`config.mk`:
```
export PLATFORM = sky130hd
export DESIGN_NAME = base64_stream_codec
export DESIGN_NICKNAME = d
export VERILOG_FILES = /design/src/b64c_pkg.sv /design/src/b64c_front.sv /design/src/b64c_queue.sv /design/src/b64c_emit.sv /design/src/base64_stream_codec.sv
export SDC_FILE = /design/constraint.sdc
export NUM_CORES = 1
export LEC_CHECK = 0
export BUFFER_PORTS_ARGS = -buffer_cell sky130_fd_sc_hd__buf_4
export CAP_MARGIN = 20
export CORE_ASPECT_RATIO = 1.5
export CORE_MARGIN = 2
export CORE_UTILIZATION = 60
export CTS_CLUSTER_DIAMETER = 40
export DETAILED_ROUTE_END_ITERATION = 8
export PLACE_DENSITY_LB_ADDON = 0.08
export SKIP_CTS_REPAIR_TIMING = 1
export SYNTH_ARGS = -nofsm -noshare
export SYNTH_HDL_FRONTEND = slang
export SYNTH_SLANG_ARGS = --single-unit
```
`constraint.sdc`:
```
create_clock -name clk -period 11.6 [get_ports clk]
set_input_delay 2.32 -clock clk [delete_from_list [all_inputs] [get_ports clk]]
set_output_delay 2.32 -clock clk [all_outputs]
set_load 0.005 [all_outputs]
```
`src/b64c_pkg.sv`:
```
`timescale 1ns / 1ps
// ---------------------------------------------------------------------------
// b64c_pkg: shared types and tables for the base64 codec
// alphabet lookups, status codes, queue entry layout
// ---------------------------------------------------------------------------
package b64c_pkg;

	localparam int MAX_DECODE_BYTES = 1024;
	localparam int LEN_W            = 11;
	localparam int QDEPTH           = 4;
	localparam int QPTR_W           = $clog2(QDEPTH);
	localparam int QCNT_W           = $clog2(QDEPTH + 1);

	localparam logic [LEN_W-1:0] EXP_CAP     = LEN_W'(MAX_DECODE_BYTES);
	localparam logic [LEN_W-1:0] EXP_RESET   = 11'd65;
	localparam logic [LEN_W-1:0] SEEN_MAX    = {LEN_W{1'b1}};
	// reciprocal of three for operands below 2048
	localparam logic [9:0]       RECIP3      = 10'd683;
	localparam logic [7:0]       CHAR_PAD    = 8'h3D;

	localparam logic REG_MODE    = 1'b0;
	localparam logic REG_EXP_LEN = 1'b1;

	localparam logic MODE_ENC = 1'b0;
	localparam logic MODE_DEC = 1'b1;

	typedef enum logic [1:0] {
		ST_OK  = 2'd0,
		ST_BAD = 2'd1,
		ST_LEN = 2'd2
	} status_t;

	typedef struct packed {
		logic [3:0][7:0] bytes;
		logic [1:0]      cnt;
		logic            has_data;
		logic            last;
		status_t         status;
	} entry_t;

	// 6-bit value to alphabet character
	function automatic logic [7:0] b64_char(input logic [5:0] v);
		logic [7:0] c;
		if (v < 6'd26) begin
			c = 8'd65 + {2'b00, v};
		end else if (v < 6'd52) begin
			c = 8'd97 + {2'b00, v} - 8'd26;
		end else if (v < 6'd62) begin
			c = 8'd48 + {2'b00, v} - 8'd52;
		end else if (v == 6'd62) begin
			c = 8'h2B;
		end else begin
			c = 8'h2F;
		end
		return c;
	endfunction

	// character to {in alphabet, 6-bit value}
	function automatic logic [6:0] b64_value(input logic [7:0] c);
		logic [6:0] r;
		if (c >= 8'd65 && c <= 8'd90) begin
			r = {1'b1, 6'(c - 8'd65)};
		end else if (c >= 8'd97 && c <= 8'd122) begin
			r = {1'b1, 6'(c - 8'd97 + 8'd26)};
		end else if (c >= 8'd48 && c <= 8'd57) begin
			r = {1'b1, 6'(c - 8'd48 + 8'd52)};
		end else if (c == 8'h2B) begin
			r = {1'b1, 6'd62};
		end else if (c == 8'h2F) begin
			r = {1'b1, 6'd63};
		end else begin
			r = 7'd0;
		end
		return r;
	endfunction

endpackage

```
`src/b64c_front.sv`:
```
`timescale 1ns / 1ps
// ---------------------------------------------------------------------------
// b64c_front: item intake and group assembly
// holds config and stream state, packs the results of each item into
// one queue entry
// ---------------------------------------------------------------------------
module b64c_front (
	input  logic             clk,
	input  logic             arst_n,
	input  logic             cfg_we,
	input  logic             cfg_idx,
	input  logic [10:0]      cfg_wdata,
	input  logic             in_valid,
	output logic             in_ready,
	input  logic [7:0]       in_byte,
	input  logic             in_last,
	input  logic             q_full,
	output logic             push,
	output b64c_pkg::entry_t push_data
);
	import b64c_pkg::*;

	logic             mode_q;
	logic [LEN_W-1:0] exp_len_q;
	logic [1:0]       pos_q;
	logic [23:0]      acc_q;
	logic [LEN_W-1:0] emitted_q;
	logic [LEN_W-1:0] seen_q;
	logic             bad_q;

	logic             accept;
	logic [LEN_W-1:0] exp_c;
	logic [1:0]       enc_pos;
	logic [23:0]      enc_acc;
	logic             enc_emit;
	logic [6:0]       cv;
	logic             is_pad;
	logic             bad_now;
	logic [5:0]       dv;
	logic [23:0]      dec_acc;
	logic [LEN_W-1:0] rem;
	logic [1:0]       k;
	logic [LEN_W-1:0] emitted_new;
	logic [LEN_W-1:0] seen_new;
	logic [20:0]      prod;
	logic [11:0]      target;
	status_t          dec_st;
	entry_t           ent;
	logic             produce;

	assign in_ready = !q_full;
	assign accept   = in_valid && in_ready;
	assign exp_c    = (exp_len_q > EXP_CAP) ? EXP_CAP : exp_len_q;

	// encode path
	always_comb begin
		enc_pos = (pos_q == 2'd3) ? 2'd2 : pos_q;
		case (enc_pos)
			2'd0:    enc_acc = acc_q | {in_byte, 16'd0};
			2'd1:    enc_acc = acc_q | {8'd0, in_byte, 8'd0};
			default: enc_acc = acc_q | {16'd0, in_byte};
		endcase
		enc_emit = (enc_pos == 2'd2) || in_last;
	end

	// decode path
	always_comb begin
		cv      = b64_value(in_byte);
		is_pad  = (in_byte == CHAR_PAD) && pos_q[1];
		bad_now = !is_pad && !cv[6];
		dv      = (is_pad || !cv[6]) ? 6'd0 : cv[5:0];
		case (pos_q)
			2'd0:    dec_acc = acc_q | {dv, 18'd0};
			2'd1:    dec_acc = acc_q | {6'd0, dv, 12'd0};
			2'd2:    dec_acc = acc_q | {12'd0, dv, 6'd0};
			default: dec_acc = acc_q | {18'd0, dv};
		endcase
		rem = exp_c - emitted_q;
		if (pos_q != 2'd3 || emitted_q >= exp_c) begin
			k = 2'd0;
		end else if (rem >= 11'd3) begin
			k = 2'd3;
		end else begin
			k = rem[1:0];
		end
		emitted_new = emitted_q + {9'd0, k};
		seen_new    = (seen_q == SEEN_MAX) ? seen_q : seen_q + 11'd1;
		prod        = 21'(exp_c + 11'd2) * 21'(RECIP3);
		target      = {prod[20:11], 2'b00};
		if (({1'b0, seen_new} != target) || (emitted_new != exp_c)) begin
			dec_st = ST_LEN;
		end else if (bad_q || bad_now) begin
			dec_st = ST_BAD;
		end else begin
			dec_st = ST_OK;
		end
	end

	// entry assembly
	always_comb begin
		ent = '0;
		if (mode_q == MODE_ENC) begin
			produce        = enc_emit;
			ent.bytes[0]   = b64_char(enc_acc[23:18]);
			ent.bytes[1]   = b64_char(enc_acc[17:12]);
			ent.bytes[2]   = (enc_pos != 2'd0) ? b64_char(enc_acc[11:6]) : CHAR_PAD;
			ent.bytes[3]   = (enc_pos == 2'd2) ? b64_char(enc_acc[5:0]) : CHAR_PAD;
			ent.cnt        = 2'd3;
			ent.has_data   = 1'b1;
			ent.last       = in_last;
			ent.status     = ST_OK;
		end else begin
			produce        = (k != 2'd0) || in_last;
			ent.last       = in_last;
			ent.status     = in_last ? dec_st : ST_OK;
			if (k != 2'd0) begin
				ent.bytes[0] = dec_acc[23:16];
				ent.bytes[1] = dec_acc[15:8];
				ent.bytes[2] = dec_acc[7:0];
				ent.cnt      = k - 2'd1;
				ent.has_data = 1'b1;
			end
		end
	end

	assign push      = accept && produce;
	assign push_data = ent;

	always_ff @(posedge clk or negedge arst_n) begin
		if (!arst_n) begin
			mode_q    <= MODE_ENC;
			exp_len_q <= EXP_RESET;
		end else if (cfg_we) begin
			unique case (cfg_idx)
				REG_MODE:    mode_q    <= cfg_wdata[0];
				REG_EXP_LEN: exp_len_q <= cfg_wdata;
				default:     mode_q    <= mode_q;
			endcase
		end
	end

	always_ff @(posedge clk or negedge arst_n) begin
		if (!arst_n) begin
			pos_q     <= 2'd0;
			acc_q     <= '0;
			emitted_q <= '0;
			seen_q    <= '0;
			bad_q     <= 1'b0;
		end else if (accept) begin
			if (in_last) begin
				pos_q     <= 2'd0;
				acc_q     <= '0;
				emitted_q <= '0;
				seen_q    <= '0;
				bad_q     <= 1'b0;
			end else if (mode_q == MODE_ENC) begin
				pos_q <= enc_emit ? 2'd0 : enc_pos + 2'd1;
				acc_q <= enc_emit ? 24'd0 : enc_acc;
			end else begin
				pos_q     <= pos_q + 2'd1;
				acc_q     <= (pos_q == 2'd3) ? 24'd0 : dec_acc;
				emitted_q <= emitted_new;
				seen_q    <= seen_new;
				bad_q     <= bad_q || bad_now;
			end
		end
	end

	// no decoded byte beyond the expected length
	a_emit_bound: assert property (@(posedge clk) disable iff (!arst_n)
		(accept && mode_q == MODE_DEC && emitted_q <= exp_c) |-> (emitted_new <= exp_c))
		else $error("decoded byte count overruns expected length");

endmodule

```
`src/b64c_queue.sv`:
```
`timescale 1ns / 1ps
// ---------------------------------------------------------------------------
// b64c_queue: entry queue between intake and emission
// small circular buffer of result groups
// ---------------------------------------------------------------------------
module b64c_queue (
	input  logic             clk,
	input  logic             arst_n,
	input  logic             push,
	input  b64c_pkg::entry_t push_data,
	output logic             full,
	output logic             nonempty,
	input  logic             pop,
	output b64c_pkg::entry_t pop_data
);
	import b64c_pkg::*;

	entry_t            slot_q [QDEPTH];
	logic [QPTR_W-1:0] wr_q;
	logic [QPTR_W-1:0] rd_q;
	logic [QCNT_W-1:0] cnt_q;

	assign full     = (cnt_q == QCNT_W'(QDEPTH));
	assign nonempty = (cnt_q != '0);
	assign pop_data = slot_q[rd_q];

	always_ff @(posedge clk) begin
		if (push) begin
			slot_q[wr_q] <= push_data;
		end
	end

	always_ff @(posedge clk or negedge arst_n) begin
		if (!arst_n) begin
			wr_q  <= '0;
			rd_q  <= '0;
			cnt_q <= '0;
		end else begin
			if (push) begin
				wr_q <= wr_q + QPTR_W'(1);
			end
			if (pop) begin
				rd_q <= rd_q + QPTR_W'(1);
			end
			if (push && !pop) begin
				cnt_q <= cnt_q + QCNT_W'(1);
			end else if (pop && !push) begin
				cnt_q <= cnt_q - QCNT_W'(1);
			end
		end
	end

	a_no_overflow: assert property (@(posedge clk) disable iff (!arst_n)
		full |-> !push)
		else $error("push into a full queue");

	a_no_underflow: assert property (@(posedge clk) disable iff (!arst_n)
		!nonempty |-> !pop)
		else $error("pop from an empty queue");

	a_count_step: assert property (@(posedge clk) disable iff (!arst_n)
		(push && !pop) |=> (cnt_q == $past(cnt_q) + QCNT_W'(1)))
		else $error("queue count did not follow a push");

endmodule

```
`src/b64c_emit.sv`:
```
`timescale 1ns / 1ps
// ---------------------------------------------------------------------------
// b64c_emit: result emission
// unpacks one queue entry into up to four result items; absent an out_ready stall, one per cycle
// ---------------------------------------------------------------------------
module b64c_emit (
	input  logic             clk,
	input  logic             arst_n,
	input  logic             q_nonempty,
	input  b64c_pkg::entry_t q_data,
	output logic             q_pop,
	output logic             out_valid,
	input  logic             out_ready,
	output logic [7:0]       out_byte,
	output logic             has_data,
	output logic             out_last,
	output logic [1:0]       status
);
	import b64c_pkg::*;

	entry_t     cur_q;
	logic       cur_v_q;
	logic [1:0] idx_q;

	logic fire;
	logic at_end;
	logic done;

	assign fire   = cur_v_q && out_ready;
	assign at_end = (idx_q == cur_q.cnt);
	assign done   = fire && at_end;
	assign q_pop  = q_nonempty && (!cur_v_q || done);

	assign out_valid = cur_v_q;
	assign out_byte  = cur_q.bytes[idx_q];
	assign has_data  = cur_q.has_data;
	assign out_last  = at_end && cur_q.last;
	assign status    = (at_end && cur_q.last) ? cur_q.status : ST_OK;

	always_ff @(posedge clk) begin
		if (q_pop) begin
			cur_q <= q_data;
		end
	end

	always_ff @(posedge clk or negedge arst_n) begin
		if (!arst_n) begin
			cur_v_q <= 1'b0;
			idx_q   <= 2'd0;
		end else if (q_pop) begin
			cur_v_q <= 1'b1;
			idx_q   <= 2'd0;
		end else if (done) begin
			cur_v_q <= 1'b0;
		end else if (fire) begin
			idx_q <= idx_q + 2'd1;
		end
	end

	// status-only items close a stream
	a_status_last: assert property (@(posedge clk) disable iff (!arst_n)
		(out_valid && (status != ST_OK || !has_data)) |-> out_last)
		else $error("status or empty item away from stream end");

	a_index_bound: assert property (@(posedge clk) disable iff (!arst_n)
		cur_v_q |-> (idx_q <= cur_q.cnt))
		else $error("item index past entry count");

endmodule

```
`src/base64_stream_codec.sv`:
```
`timescale 1ns / 1ps
// ---------------------------------------------------------------------------
// base64_stream_codec: streaming base64 encoder and decoder
// standard alphabet with '=' padding, length check and status on decode
//
//  channel | signals                                 | handshake
//  --------+-----------------------------------------+-----------------
//  input   | in_byte, in_last                        | in_valid/in_ready
//  output  | out_byte, has_data, out_last, status    | out_valid/out_ready
//  config  | cfg_idx, cfg_wdata                      | cfg_we, no wait
//
// one input item is taken per cycle while the four-entry group queue has room
// each item yields at most one queue entry of up to four result items, and the
// output side sends one result item per cycle unless out_ready stalls it, so
// encode throughput is set by the output port and decode throughput by the
// input port
// reset clears config to encode and length 65 and empties the queue at once
// a stalled output fills the queue, after which in_ready drops
// ---------------------------------------------------------------------------
module base64_stream_codec (
	input  logic        clk,
	input  logic        arst_n,
	input  logic        cfg_we,
	input  logic        cfg_idx,
	input  logic [10:0] cfg_wdata,
	input  logic        in_valid,
	output logic        in_ready,
	input  logic [7:0]  in_byte,
	input  logic        in_last,
	output logic        out_valid,
	input  logic        out_ready,
	output logic [7:0]  out_byte,
	output logic        has_data,
	output logic        out_last,
	output logic [1:0]  status
);
	import b64c_pkg::*;

	logic   push;
	entry_t push_data;
	logic   q_full;
	logic   q_nonempty;
	logic   q_pop;
	entry_t q_data;

	b64c_front u_front (
		.clk       (clk),
		.arst_n    (arst_n),
		.cfg_we    (cfg_we),
		.cfg_idx   (cfg_idx),
		.cfg_wdata (cfg_wdata),
		.in_valid  (in_valid),
		.in_ready  (in_ready),
		.in_byte   (in_byte),
		.in_last   (in_last),
		.q_full    (q_full),
		.push      (push),
		.push_data (push_data)
	);

	b64c_queue u_queue (
		.clk       (clk),
		.arst_n    (arst_n),
		.push      (push),
		.push_data (push_data),
		.full      (q_full),
		.nonempty  (q_nonempty),
		.pop       (q_pop),
		.pop_data  (q_data)
	);

	b64c_emit u_emit (
		.clk        (clk),
		.arst_n     (arst_n),
		.q_nonempty (q_nonempty),
		.q_data     (q_data),
		.q_pop      (q_pop),
		.out_valid  (out_valid),
		.out_ready  (out_ready),
		.out_byte   (out_byte),
		.has_data   (has_data),
		.out_last   (out_last),
		.status     (status)
	);

endmodule
```
==> flow_summary_export.csv <==
group,metric,value,unit
setup_path,worst-path-buf-inv,1,
sta,finalWorstSetupSlack,4.47,ns
layout,nNetsFinal,1766,
setup_path,crit_arrival,7.47,ns
layout,fillers,2146,
placement,dp_hpwl,31000,µm
layout,diodes,0,
global_route,grt-ovfl-total,0,
sta,report.final.slew_viol_count,0,
sta,fin_crit,7.13,ns
logic_synthesis,netlist.top_cell.by_area,"edfxtp_1",
global_route,grt_pass1_wl,67600,µm
layout,drive_above_1_share,12.7,%
sta,max_clock_freq,140,MHz
logic_synthesis,yosys.area.top_type_share,33.8,%
routing,ant_nets,0,
logic_synthesis,ys_types,86,
setup_path,crit_path_frequent_cell,"ha_1",
logic_synthesis,ys_seq_area_share,44.4,%
logic_synthesis,synth_enable_flop_cells,190,
logic_synthesis,ys.flop_type,"edfxtp_1",
layout,syn2layout_area_growth,11.1,%
sta,hold_viol,0,
job,drv_cap,0,
power_and_ir_drop,power.density,284,nW/µm²
power_and_ir_drop,leakagePower,7.53,nW
logic_synthesis,yosys_warnings,0,
logic_synthesis,synthCells,1542,
logic_synthesis,synth-async-reset-ratio,27.2,%
die,die_x,141,µm
sta,slew_headroom,24.1,%
layout,area.sequential,7490,µm²
clock_tree,cts_tree,"yes",
run_status,status,"finished, final reports clean",
global_route,antenna_found_initial,0,
clock_tree,insertion_delay,0.54,ns
routing,wire_per_inst,21.9,µm
die,rows,75,
die,ios,40,
clock_tree,clk_pin_slew,0.05,ns
die,die_h,209,µm
global_route,grt_max_degree,60,
sta,finalCritPeriodShare,61.4,%
placement,place.gp.congestion,0.948,
setup_path,cp-end-kind,"flip-flop",
routing,drc,0,
sta,skew,0.0248,ns
logic_synthesis,netlist_area,16900,µm²
clock_tree,clkSinkCount,261,
routing,vias,12200,
logic_synthesis,avgSynthCellArea,10.9,µm²
sta,grt_setup_unrepaired,"no",
setup_path,cp_max_fo,18,
routing,vias_per_cell,6.26,
layout,final_cells,1947,
routing,drt_iter0_drc,839,
routing,drt-pass1-iter-count,5,
die,start_util,60.5,%
layout,multiInputGateArea,8650,µm²
global_route,grt_pass1_vias,12600,
logic_synthesis,ys_ff_latch,261,
setup_path,crit_required,11.94,ns
setup_path,crit_chain,"and2b_1 > ha_1 > and3_1 > and3_1 > xnor2_1 > inv_1 > ha_1 > ha_1 > fa_1 > fa_1 > fa_1 > ha_1 > nand2_1 > o21ai_0 > a211oi_1 > o22ai_2 > mux2_1 > or4_1 > nor4_2 > nor3b_2",
clock_tree,root_buffer,"clkbuf_16",
worst_hold_path,hold_class,"reg2reg",
setup_path,criticalPathCategory,"reg2reg",
sta,finalSetupViolCount,0,
clock_tree,ctsLongestPathBuffers,3,
power_and_ir_drop,ir_drop,343,µV
sta,tns,0,ns
setup_path,max_stage_delay,0.66,ns
sta,worst_pin_slew,1.13,ns
logic_synthesis,synth_area_leaders,"edfxtp_1 (34%), dfrtp_1 (10%), ha_1 (10%), mux4_2 (6.1%), fa_1 (3.6%)",
placement,port_buffers,39,
layout,final_common_cell,"edfxtp_1",
routing,wirelength,42700,µm
die,die-area,29500,µm²
placement,dp_slack,4.53,ns
global_route,grt_use_total,29.6,%
setup_path,start_kind,"flip-flop",
die,coreArea,27900,µm²
setup_path,crit_family,"adder cells",
setup_path,worst_path_max_delay_cell,"dfrtp_1",
layout,layout_common_cells,"edfxtp_1 (190), inv_1 (137), ha_1 (136)",
clock_tree,cts_htree_levels,2,
clock_tree,cts_made_buffers,37,
placement,place_inst,1880,
-- cell usage after synthesis (all sizes together), types with 18 or more instances --
| cell | n |
|---|---|
| inv | 137 |
| nor3 | 24 |
| o21ai | 91 |
| edfxtp | 190 |
| mux2 | 18 |
| a22oi | 20 |
| dfrtp | 69 |
| a21o | 28 |
| clkbuf | 53 |
| a21oi | 97 |
| fa | 30 |
| xor2 | 24 |
| o22ai | 21 |
| nand3 | 28 |
| nand2 | 119 |
| ha | 136 |
| mux4 | 46 |
| nor2 | 95 |
| xnor2 | 55 |
-- area by class of cell --
| cell class | count | share of cell area, % |
|---|---|---|
| well taps | 346 | 2.31 |
| inverters | 139 | 2.78 |
| flip-flops and latches | 261 | 39.9 |
| multi-input cells | 1078 | 46.2 |
| clock inverters | 25 | 1.35 |
| clock buffers | 41 | 5.18 |
| repair buffers | 57 | 2.30 |
-- per-stage QoR --
stage | total power, mW | hold WS, ns | area [µm²] | util [%]
6_report | 5.32 | 0.510 | 18800 | 67.3
5_1_grt | 5.72 | 0.531 | 18800 | 67.3
4_1_cts | 5.34 | 0.511 | 18700 | 67.2
3_5_place_dp | 4.22 | 0.498 | 17500 | 62.8
3_3_place_gp | 4.16 | 0.475 | 17500 | 62.8
2_1_floorplan | 3.50 | 0.457 | 16900 | -
-- kinds of logic after synthesis --
family	Yosys count	share of synthesized area [%]
AO/OA/AOI/OAI	380	14.6
AND/OR/NAND/NOR	380	11.0
flip-flops	261	44.4
buffers and inverters	206	4.62
adder cells (fa/ha/maj)	167	13.7
XOR/XNOR	79	4.10
multiplexers	68	7.58
other	1	0.0222
-- state kept, by name, summed over array words and instances, names as in the netlist --
| register | cells |
|---|---|
| u_queue.slot_q | 152 |
| u_emit.cur_q | 37 |
| u_front.acc_q | 24 |
| u_front.emitted_q | 11 |
| u_front.exp_len_q | 11 |
| u_front.seen_q | 11 |
| u_queue.cnt_q | 3 |
| u_emit.idx_q | 2 |
| u_front.pos_q | 2 |
| u_queue.rd_q | 2 |
| u_queue.wr_q | 2 |
| u_emit.has_data | 1 |
| u_emit.out_valid | 1 |
| u_front.bad_q | 1 |
| u_front.mode_q | 1 |
-- worst reg2reg max path: cells and delay by family (launching register included) --
family	cells	cell delay, ns
adders and majority gates	7	2.76
and+or+nand+nor	7	2.05
DFF	1	0.66
AOI/OAI and AO/OA	3	0.56
xor gates and xnor gates	1	0.43
muxes	1	0.33
buffers and inverters	1	0.14
-- final timing paths --
check | start | endpoint | slack (ns) | cells after the start
max in group asynchronous | arst_n | u_front.seen_q[10] | 8.87 | 2
min reg2reg | u_front.seen_q[9] | u_front.seen_q[9] | 0.51 | 1
max reg2reg | u_front.exp_len_q[10] | u_queue.slot_q[0][0] | 4.47 | 20
min | u_front.seen_q[9] | u_front.seen_q[9] | 0.51 | 1
min in group asynchronous | arst_n | u_emit.out_valid | 1.63 | 1
max | u_front.exp_len_q[10] | u_queue.slot_q[0][0] | 4.47 | 20
-- per-layer routing --
metal	GRT usage (%)	part of all wire, %
met5	0	0
met4	13.4	4.2
met3	3.90	4.6
met2	55.3	54
met1	33.2	37
-- report_power, final --
group	switching, mW	internal (mW)
clock network	0.439	0.663
registers	0.121	1.29
logic	1.66	1.15
total	2.22	3.10
No activity file was read; power rests on OpenSTA's default activity.
